==> config.mk <==
export PLATFORM = sky130hd
export DESIGN_NAME = polygon_list_fan_triangulator
export DESIGN_NICKNAME = d
export VERILOG_FILES = /design/src/design/plft_pkg.sv /design/src/design/plft_regs.sv /design/src/design/polygon_list_fan_triangulator.sv
export SDC_FILE = /design/constraint.sdc
export NUM_CORES = 1
export LEC_CHECK = 0
export BUFFER_PORTS_ARGS = -buffer_cell sky130_fd_sc_hd__buf_2
export CAP_MARGIN = 10
export CORE_MARGIN = 1.5
export CORE_UTILIZATION = 40
export DETAILED_ROUTE_END_ITERATION = 16
export GPL_ROUTABILITY_DRIVEN = 0
export PLACE_DENSITY = 0.56
export SETUP_SLACK_MARGIN = 0.5
export SLEW_MARGIN = 20
export SYNTH_ARGS = -nofsm -noshare
export SYNTH_HDL_FRONTEND = slang
export SYNTH_HIERARCHICAL = 1
export SYNTH_SLANG_ARGS = --single-unit
==> constraint.sdc <==
create_clock -name clk -period 31.3 [get_ports clk]
set_input_delay 4.695 -clock clk [delete_from_list [all_inputs] [get_ports clk]]
set_output_delay 4.695 -clock clk [all_outputs]
set_load 0.05 [all_outputs]
==> src/design/plft_pkg.sv <==
// Package: shared types, codes and decode functions for the fan triangulator.
`timescale 1ns / 1ps
package plft_pkg;

	localparam int unsigned ADDR_W = 4;

	// integer encoding codes
	localparam logic [2:0] ENC_I8  = 3'd0;
	localparam logic [2:0] ENC_U8  = 3'd1;
	localparam logic [2:0] ENC_I16 = 3'd2;
	localparam logic [2:0] ENC_U16 = 3'd3;
	localparam logic [2:0] ENC_I32 = 3'd4;
	localparam logic [2:0] ENC_U32 = 3'd5;

	// register indexes
	localparam logic [1:0] REG_COUNT_TYPE = 2'd0;
	localparam logic [1:0] REG_INDEX_TYPE = 2'd1;
	localparam logic [1:0] REG_FACE_TOTAL = 2'd2;
	localparam logic [1:0] REG_TRAILING   = 2'd3;

	typedef enum logic [1:0] {
		PH_COUNT = 2'd0,
		PH_INDEX = 2'd1,
		PH_SKIP  = 2'd2
	} phase_t;

	typedef struct packed {
		logic [7:0] data_byte;
		logic       start_of_mesh;
	} in_t;

	typedef struct packed {
		logic signed [31:0] first_vertex;
		logic signed [31:0] second_vertex;
		logic signed [31:0] third_vertex;
		logic [30:0]        face_number;
		logic               last_of_face;
	} out_t;

	typedef struct packed {
		logic [2:0]  count_type;
		logic [2:0]  index_type;
		logic [30:0] face_total;
		logic [7:0]  trailing_bytes;
	} cfg_t;

	// byte position at which a value of this encoding is complete
	function automatic logic [1:0] enc_last_pos(input logic [2:0] code);
		logic [1:0] pos;
		case (code) inside
			ENC_I8, ENC_U8:   pos = 2'd0;
			ENC_I16, ENC_U16: pos = 2'd1;
			default:          pos = 2'd3;
		endcase
		return pos;
	endfunction

	function automatic logic [31:0] enc_extend(input logic [31:0] raw, input logic [2:0] code);
		logic [31:0] v;
		case (code)
			ENC_I8:  v = {{24{raw[7]}}, raw[7:0]};
			ENC_U8:  v = {24'd0, raw[7:0]};
			ENC_I16: v = {{16{raw[15]}}, raw[15:0]};
			ENC_U16: v = {16'd0, raw[15:0]};
			default: v = raw;
		endcase
		return v;
	endfunction

endpackage

==> src/design/plft_regs.sv <==
// Configuration registers behind the APB-style port.
`timescale 1ns / 1ps
module plft_regs import plft_pkg::*; (
	input  logic              clk,
	input  logic              arst_n,
	input  logic              psel,
	input  logic              penable,
	input  logic              pwrite,
	input  logic [ADDR_W-1:0] paddr,
	input  logic [31:0]       pwdata,
	output logic [31:0]       prdata,
	output logic              pready,
	output cfg_t              cfg
);

	cfg_t       cfg_q;
	logic       wr_en;
	logic [1:0] reg_idx;

	assign pready  = 1'b1;
	assign wr_en   = psel & penable & pwrite;
	assign reg_idx = paddr[ADDR_W-1:2];
	assign cfg     = cfg_q;

	always_ff @(posedge clk or negedge arst_n) begin
		if (!arst_n) begin
			cfg_q.count_type     <= ENC_U8;
			cfg_q.index_type     <= ENC_I32;
			cfg_q.face_total     <= '0;
			cfg_q.trailing_bytes <= '0;
		end else if (wr_en) begin
			unique case (reg_idx)
				REG_COUNT_TYPE: cfg_q.count_type     <= pwdata[2:0];
				REG_INDEX_TYPE: cfg_q.index_type     <= pwdata[2:0];
				REG_FACE_TOTAL: cfg_q.face_total     <= pwdata[30:0];
				REG_TRAILING:   cfg_q.trailing_bytes <= pwdata[7:0];
				default: ;
			endcase
		end
	end

	always_comb begin
		unique case (reg_idx)
			REG_COUNT_TYPE: prdata = {29'd0, cfg_q.count_type};
			REG_INDEX_TYPE: prdata = {29'd0, cfg_q.index_type};
			REG_FACE_TOTAL: prdata = {1'b0, cfg_q.face_total};
			REG_TRAILING:   prdata = {24'd0, cfg_q.trailing_bytes};
			default:        prdata = '0;
		endcase
	end

endmodule

==> src/design/polygon_list_fan_triangulator.sv <==
// Top level: byte stream face list decoder with fan triangulation.
// Path: an accepted byte passes the input register, and its triangle is then held in the result register.
// Throughput: one byte per cycle while the result register is not stalled, set by the single face-state update stage.
// Stall: the input stalls only while a byte waits behind a stalled result register.
// Reset: arst_n clears face progress, both stages and the registers to defaults.
`timescale 1ns / 1ps
module polygon_list_fan_triangulator import plft_pkg::*; (
	input  logic              clk,
	input  logic              arst_n,
	input  logic              src_valid,
	output logic              src_stall,
	input  in_t               src_data,
	output logic              res_valid,
	input  logic              res_stall,
	output out_t              res_data,
	input  logic              psel,
	input  logic              penable,
	input  logic              pwrite,
	input  logic [ADDR_W-1:0] paddr,
	input  logic [31:0]       pwdata,
	output logic [31:0]       prdata,
	output logic              pready
);

	cfg_t cfg;

	plft_regs u_regs (
		.clk     (clk),
		.arst_n  (arst_n),
		.psel    (psel),
		.penable (penable),
		.pwrite  (pwrite),
		.paddr   (paddr),
		.pwdata  (pwdata),
		.prdata  (prdata),
		.pready  (pready),
		.cfg     (cfg)
	);

	// input register
	logic valid_s1;
	in_t  data_s1;
	logic advance;
	logic res_valid_q;

	assign advance   = valid_s1 & (~res_valid_q | ~res_stall);
	assign src_stall = valid_s1 & ~advance;

	always_ff @(posedge clk or negedge arst_n) begin
		if (!arst_n) begin
			valid_s1 <= 1'b0;
		end else if (src_valid && !src_stall) begin
			valid_s1 <= 1'b1;
		end else if (advance) begin
			valid_s1 <= 1'b0;
		end
	end

	always_ff @(posedge clk) begin
		if (src_valid && !src_stall) begin
			data_s1 <= src_data;
		end
	end

	// face state
	phase_t      phase_q, c_phase, n_phase;
	logic [1:0]  bpos_q, c_bpos, n_bpos;
	logic [31:0] asm_q, c_asm, n_asm;
	logic [31:0] nvert_q, c_nvert, n_nvert;
	logic [31:0] idx_q, c_idx, n_idx;
	logic [31:0] apex_q, c_apex, n_apex;
	logic [31:0] prev_q, c_prev, n_prev;
	logic [30:0] faces_q, c_faces, n_faces;
	logic [7:0]  skip_q, c_skip, n_skip;

	logic        emit;
	out_t        res_n;
	out_t        res_q;

	logic [2:0]  code;
	logic [31:0] asm_v;
	logic [31:0] value;
	logic [31:0] idx_inc;
	logic        clr;
	logic        list_end;

	always_comb begin
		clr     = data_s1.start_of_mesh;
		c_phase = clr ? PH_COUNT : phase_q;
		c_bpos  = clr ? 2'd0 : bpos_q;
		c_asm   = clr ? 32'd0 : asm_q;
		c_nvert = clr ? 32'd0 : nvert_q;
		c_idx   = clr ? 32'd0 : idx_q;
		c_apex  = clr ? 32'd0 : apex_q;
		c_prev  = clr ? 32'd0 : prev_q;
		c_faces = clr ? 31'd0 : faces_q;
		c_skip  = clr ? 8'd0 : skip_q;

		n_phase = c_phase;
		n_bpos  = c_bpos;
		n_asm   = c_asm;
		n_nvert = c_nvert;
		n_idx   = c_idx;
		n_apex  = c_apex;
		n_prev  = c_prev;
		n_faces = c_faces;
		n_skip  = c_skip;

		code     = (c_phase == PH_INDEX) ? cfg.index_type : cfg.count_type;
		asm_v    = c_asm | ({24'd0, data_s1.data_byte} << {c_bpos, 3'b000});
		value    = enc_extend(asm_v, code);
		idx_inc  = c_idx + 32'd1;
		list_end = 1'b0;
		emit     = 1'b0;

		res_n.first_vertex  = c_apex;
		res_n.second_vertex = c_prev;
		res_n.third_vertex  = value;
		res_n.face_number   = c_faces;
		res_n.last_of_face  = (idx_inc == c_nvert);

		if (c_faces < cfg.face_total) begin
			if (c_phase == PH_SKIP) begin
				n_skip = c_skip - 8'd1;
				if (n_skip == 8'd0) begin
					n_faces = c_faces + 31'd1;
					n_phase = PH_COUNT;
					n_idx   = '0;
					n_nvert = '0;
				end
			end else if (c_bpos < enc_last_pos(code)) begin
				n_bpos = c_bpos + 2'd1;
				n_asm  = asm_v;
			end else begin
				n_bpos = '0;
				n_asm  = '0;
				if (c_phase != PH_INDEX) begin
					if (value == 32'd0 || value[31]) begin
						list_end = 1'b1;
					end else begin
						n_nvert = value;
						n_idx   = '0;
						n_phase = PH_INDEX;
					end
				end else begin
					if (c_idx == 32'd0) begin
						n_apex = value;
					end
					emit   = (c_idx >= 32'd2);
					n_prev = value;
					n_idx  = idx_inc;
					list_end = (idx_inc >= c_nvert);
				end
				if (list_end) begin
					if (cfg.trailing_bytes != 8'd0) begin
						n_skip  = cfg.trailing_bytes;
						n_phase = PH_SKIP;
					end else begin
						n_faces = c_faces + 31'd1;
						n_phase = PH_COUNT;
						n_idx   = '0;
						n_nvert = '0;
					end
				end
			end
		end
	end

	always_ff @(posedge clk or negedge arst_n) begin
		if (!arst_n) begin
			phase_q <= PH_COUNT;
			bpos_q  <= '0;
			asm_q   <= '0;
			nvert_q <= '0;
			idx_q   <= '0;
			apex_q  <= '0;
			prev_q  <= '0;
			faces_q <= '0;
			skip_q  <= '0;
		end else if (advance) begin
			phase_q <= n_phase;
			bpos_q  <= n_bpos;
			asm_q   <= n_asm;
			nvert_q <= n_nvert;
			idx_q   <= n_idx;
			apex_q  <= n_apex;
			prev_q  <= n_prev;
			faces_q <= n_faces;
			skip_q  <= n_skip;
		end
	end

	// result register
	always_ff @(posedge clk or negedge arst_n) begin
		if (!arst_n) begin
			res_valid_q <= 1'b0;
		end else if (advance) begin
			res_valid_q <= emit;
		end else if (!res_stall) begin
			res_valid_q <= 1'b0;
		end
	end

	always_ff @(posedge clk) begin
		if (advance && emit) begin
			res_q <= res_n;
		end
	end

	assign res_valid = res_valid_q;
	assign res_data  = res_q;

endmodule

==> impl_metrics.ini, run 1 <==
[outcome]
status = complete, but fails checks
violations = DRC

[detailed_routing]
vias = 14400
drtIter0Drc = 1170
wl_per_cell_um = 20.8
avgViaCountPerCell = 5.60
ant_nets = 0
drc = 6
dr.pass1.iters = 13
routed_wl_um = 53300

[place]
hpwlAfterDp_um = 36200
io_buffers = 209

[clock_network]
cts_buffers = 43
clk_pin_slew_ns = 0.06
cts_root_buffer = clkbuf_16
cts_htree_levels = 2
cts_sinks = 387
cts_tree = yes
ctsResizeCount = 0
clock_path_buffers = 3
ctsHoldBuffers = 0
clk_latency_ns = 0.57
post-cts-setup-buffers = 0

[logic_synthesis]
synth_edf_count = 137
syn_inst = 1735
syn_avg_cell_area_um2 = 11.0
syn-cell-area_mm2 = 0.0190
yosysUniqueCellTypes = 85
synthArstFlopShare = 0.646
yosysSeqAreaShare = 0.545
ys_ff_latch = 387
yosys_warnings = 6
ys.flop_type = dfrtp_1
syn-num-nets = 1856

[grt]
track_usage = 0.216
grt.busiest_layer = met2
use_met3 = 0.0405
met1_usage = 0.311
grt_pass1_vias = 14300
gr-total-overflow = 0
grt_max_degree = 160
grt_pass1_wl_um = 83600
grt_use_met2 = 0.334
antenna_found_initial = 1

[critical_path]
endpoint_kind = output pin
slowest_stage = nor2b_2
path_cells = buf_2, nor2b_2, and2_1, buf_2
arrival_ns = 6.20
cpPeakStageDelay_ns = 0.77
cp_data_required_time_ns = 26.61
critPathBufInv = 2
crit_top_cell = buf_2
startpoint_type = input port
cpLargestDelayFamily = simple AND/OR/NAND/NOR gates
critPathKind = in -> out
crit_fanout = 24

[pwr]
swShare = 0.329
peakVddDrop_mv = 0.0382
p_sw_w = 0.000486
power.internal_w = 0.000992
power.leakage_nw = 9.71
clkPwrFrac = 0.340
power_density_mw_per_mm2 = 66.9
seqPwrFrac = 0.424
p_comb_frac = 0.237

[die]
dieHeight_um = 221
rows = 79
pin_count = 215
fp.dieW_um = 221
initial_core_util = 0.407
dieArea_mm2 = 0.0489
core_area_mm2 = 0.0468

[timing]
fin_crit_ns = 10.89
fmax_mhz = 91.8
drv_slew = 0
rsz0062_at_grt = no
timing.final.hold_violations = 0
tightest_slew_ns = 1.27
fin_skew_ns = 0.0259
finalSetupViolations = 0
max_slew_margin = 0.144
fin_crit_sh = 0.348
tns_ns = 0

[cells_and_area]
register_area_mm2 = 0.0104
layout_commonest_cell = dfrtp_1
syn_to_final_growth_pct = 16.1
most-common-layout-cells = dfrtp_1 (248), buf_2 (208), nand2_1 (149), edfxtp_1 (137), nor2b_1 (116)
drive_above_1_share = 0.191
final_nets = 2041
final_core_util = 0.472
multi_input_area_mm2 = 0.00802
fill_cells = 4258

[hold_path]
hold_class = reg -> reg

[job]
timing.max_cap.violations = 0
## power groups by stage
stage / sequential [W] / clock, W / combinational [W]
4_1_cts: 0.000626 / 0.000512 / 0.000347
5_1_grt: 0.000634 / 0.000533 / 0.000382
3_3_place_gp: 0.000633 / 0 / 0.000339
3_5_place_dp: 0.000635 / 0 / 0.000345
2_1_floorplan: 0.000617 / 0 / 0.000236
6_report: 0.000626 / 0.000502 / 0.000350
## kinds of logic after synthesis
| logic type | share of synthesized area |
|---|---|
| AND/OR/NAND/NOR | 0.168 |
| AO/OA/AOI/OAI | 0.144 |
| flip-flops | 0.545 |
| buffers and inverters | 0.0359 |
| adder cells (fa/ha/maj) | 0.0454 |
| multiplexers | 0.0404 |
| XOR/XNOR | 0.0212 |
| other | 0.000395 |
## worst min-delay path: cells and delay by family, from the launching register on
| family | cells | cell delay (ns) |
|---|---|---|
| AO/OA/AOI/OAI | 1 | 0.06 |
| flip-flops | 1 | 0.33 |
| AND/OR/NAND/NOR | 1 | 0.04 |
## final timing paths
| check | startpoint | end | slack [ns] | cells past startpoint |
|---|---|---|---|---|
| max in group asynchronous | arst_n | faces_q[3] | 25.48 | 3 |
| hold reg to reg | prev_q[4] | prev_q[4] | 0.47 | 2 |
| setup / recovery | paddr[3] | prdata[11] | 20.41 | 4 |
| hold / removal | prev_q[4] | prev_q[4] | 0.47 | 2 |
| setup reg to reg | clr | faces_q[21] | 24.08 | 21 |
| min in group asynchronous | arst_n | u_regs/cfg[20] | 4.04 | 1 |
## cell usage after synthesis, types with 19 or more instances
cell type  instances  area share
dfrtp_1          248        0.33
nand2_1          149       0.029
edfxtp_1         137        0.22
nor2b_1          116       0.038
a21oi_1           99       0.026
a22o_1            92       0.042
o21ai_0           90       0.024
nor2_1            88       0.017
clkbuf_1          70       0.014
ha_1              69       0.045
inv_1             67       0.013
nand3_1           53       0.014
and2_1            33       0.011
nand4_1           32       0.011
mux2_4            30       0.024
xnor2_1           29       0.013
nor3_1            27      0.0071
nor4_1            22      0.0072
and3_1            19      0.0062
## flip-flops by register name, indices dropped and copies added (netlist names)
signal,cells
apex_q,32
asm_q,32
bpos_q,2
clr,1
data_s1,8
faces_q,31
idx_q,32
nvert_q,32
phase_q,2
prev_q,32
res_data,128
res_valid,1
skip_q,8
u_regs/cfg,45
valid_s1,1
## metrics by stage
step / hold slack [ns] / area (µm²) / total power (W) / setup WS (ns) / std cells
global placement: 0.456 / 20700 / 0.000972 / 20.48 / 2481
CTS: 0.476 / 22000 / 0.00148 / 20.36 / 2560
floorplan: 0.442 / 19000 / 0.000853 / 18.67 / 1735
global route: 0.496 / 22100 / 0.00155 / 20.27 / 2562
detailed placement: 0.462 / 20700 / 0.000980 / 20.37 / 2481
finish: 0.470 / 22100 / 0.00148 / 20.41 / 2562
## final cells by class
type | count | share of cell area
sequential | 387 | 0.470
multi-input combinational | 1183 | 0.363
timing repair buffer | 237 | 0.0588
clock buffer | 54 | 0.0510
tap | 607 | 0.0344
inverter | 68 | 0.0116
clock inverter | 25 | 0.0113
antenna | 1 | 0.000113
## metal layers
metal | wire length [µm] | vias up | part of all wire
met5 | 0 | - | 0
met4 | 1180 | 0 | 0.022
met3 | 3380 | 80 | 0.064
met2 | 23900 | 433 | 0.45
met1 | 24700 | 7144 | 0.46
li1 | - | 6697 | -
(Power assumes the default switching activity.)
==> run 2: changes to the inputs <==
Clock period 31.3 ns to 10.1 ns, I/O delays scaled along.
==> run 2 against run 1 <==
The run still ends with DRC left. Wire length decreased by 2.0%. Global-route usage is 0.54 points lower. First-iteration DRC count rose by 8.5%. Power increased to 3.1 times the previous value. Worst hold slack barely moved. Setup slack worse by 17 ns. Sequential cell count is the same. Clock power increased to 3.1 times the previous value. Largest cell class unchanged. Largest power group unchanged. Critical endpoint is now faces_q[21]. Via count increased by 0.12%. Sequential power rose to 3.1 times the previous value.
==> impl_metrics.ini, run 2 (same netlist as run 1, synthesis figures left out) <==
[pwr]
power.internal_w = 0.00307
clkPwrFrac = 0.341
power.leakage_nw = 9.70
p_sw_w = 0.00150
p_comb_frac = 0.235
swShare = 0.327
peakVddDrop_mv = 0.112
power_density_mw_per_mm2 = 207
seqPwrFrac = 0.425
fin_total_pwr_w = 0.00457

[critical_path]
r2r_cells = 19
arrival_ns = 7.52
r2r_setup_slack_ns = 3.06
r2r-start = clr
endpoint_kind = flip-flop
path_cells = buf_12, nand2b_1, or4_1, or3_1, nor2_1, nand3_1, or3_1, a21oi_1, ha_1, nand4_1, nor4_1, nand3_1, a2111oi_0, o31ai_1, buf_4, a2111oi_4, o21ai_2, or4_1, a21oi_1
critPathKind = reg -> reg
slowest_stage = a2111oi_0
r2r-end = faces_q[21]
cp_data_required_time_ns = 10.58
startpoint_type = flip-flop
crit_fanout = 154
cpPeakStageDelay_ns = 0.62

[cells_and_area]
fill_cells = 4341
syn_to_final_growth_pct = 16.0
drive_above_1_share = 0.190
largest_reg_flops = 128
final_area_mm2 = 0.0221
antennaDiodeCount = 0
most-common-layout-cells = dfrtp_1 (248), buf_2 (208), nand2_1 (149), edfxtp_1 (137), nor2b_1 (116)
final_nets = 2039
layout_commonest_cell = dfrtp_1

[clock_network]
cts_root_buffer = clkbuf_16
ctsHoldBuffers = 0
clock_path_buffers = 3
cts_buffers = 44
clk_latency_ns = 0.58
post-cts-setup-buffers = 0
clk_pin_slew_ns = 0.06
ctsResizeCount = 0
cts_sinks = 387
cts_tree = yes
cts_htree_levels = 2

[place]
hpwlAfterDp_um = 35700
io_buffers = 209
placed_area_mm2 = 0.0207

[timing]
drv_slew = 0
holdWs_ns = 0.470
rsz0062_at_grt = no
fin_crit_sh = 0.697
tns_ns = 0
tightest_slew_ns = 1.23
fin_skew_ns = 0.0292
finalSetupViolations = 0
fmax_mhz = 142
max_slew_margin = 0.168
fin_crit_ns = 7.04
timing.final.hold_violations = 0

[die]
core_area_mm2 = 0.0468
rows = 79
pin_count = 215
dieHeight_um = 221
dieArea_mm2 = 0.0489
initial_core_util = 0.407
fp.dieW_um = 221

[hold_path]
worstHoldStart = apex_q[1]
hold_class = reg -> reg
min_to = apex_q[1]
whs_path_depth = 2

[detailed_routing]
avgViaCountPerCell = 5.61
drtIter0Drc = 1270
dr.pass1.iters = 13
drc = 3
ant_nets = 0
routed_wl_um = 52200
wl_per_cell_um = 20.4
vias = 14400

[grt]
use_met3 = 0.0347
grt_use_met2 = 0.323
met1_usage = 0.311
grt.busiest_layer = met2
antenna_found_initial = 1
grt_max_degree = 155
track_usage = 0.211
grt_pass1_wl_um = 81300
gr-total-overflow = 0
grt_pass1_vias = 13900

[outcome]
violations = DRC
status = complete, but fails checks

[job]
timing.max_cap.violations = 0
## run 2: final cells by class
cell class / instances / area, µm² / area share
inverters: 68 / 255 / 0.0116
flip-flops and latches: 387 / 10400 / 0.470
multi-input cells: 1183 / 8000 / 0.363
clock buffers: 65 / 1230 / 0.0557
repair buffers: 234 / 1280 / 0.0580
clock inverters: 17 / 171 / 0.00777
well taps: 607 / 759 / 0.0344
## run 2: stage by stage
step	setup WS (ns)	util	std cells
after global placement	3.23	0.442	2479
after detailed placement	3.10	0.442	2479
after CTS	3.05	0.472	2561
after floorplan	1.80	-	1735
final	3.06	0.472	2561
after global routing	2.45	0.472	2561
## run 2: layer usage
layer  up-vias  part of all wire
met5         -                 0
met4         0             0.020
met3        68             0.053
met2       366              0.45
met1      7223              0.47
li1       6714                 -
## run 2: how the worst max path moves through the flow
stage / from / cells after the start / to / slack (ns)
after floorplan: clr / 16 / res_data[0] / 1.80
after global placement: clr / 19 / faces_q[21] / 3.23
after detailed placement: clr / 19 / faces_q[21] / 3.10
after CTS: clr / 19 / faces_q[21] / 3.05
after global routing: clr / 19 / faces_q[21] / 2.45
final: clr / 19 / faces_q[21] / 3.06
## run 2: critical path: cells and delay by family (launching register included)
| family | cells | cell delay (ns) |
|---|---|---|
| and+or+nand+nor | 10 | 3.56 |
| AOI/OAI and AO/OA | 6 | 1.99 |
| DFF | 1 | 0.59 |
| buffers and inverters | 2 | 0.54 |
| adders and majority gates | 1 | 0.19 |
## run 2: power by group through the flow
| stage | clock [W] | sequential [W] | combinational (W) |
|---|---|---|---|
| after detailed placement | 0 | 0.00197 | 0.00106 |
| after floorplan | 0 | 0.00191 | 0.000732 |
| after global placement | 0 | 0.00196 | 0.00105 |
| final | 0.00156 | 0.00194 | 0.00107 |
| after global routing | 0.00166 | 0.00196 | 0.00117 |
| after CTS | 0.00160 | 0.00194 | 0.00107 |
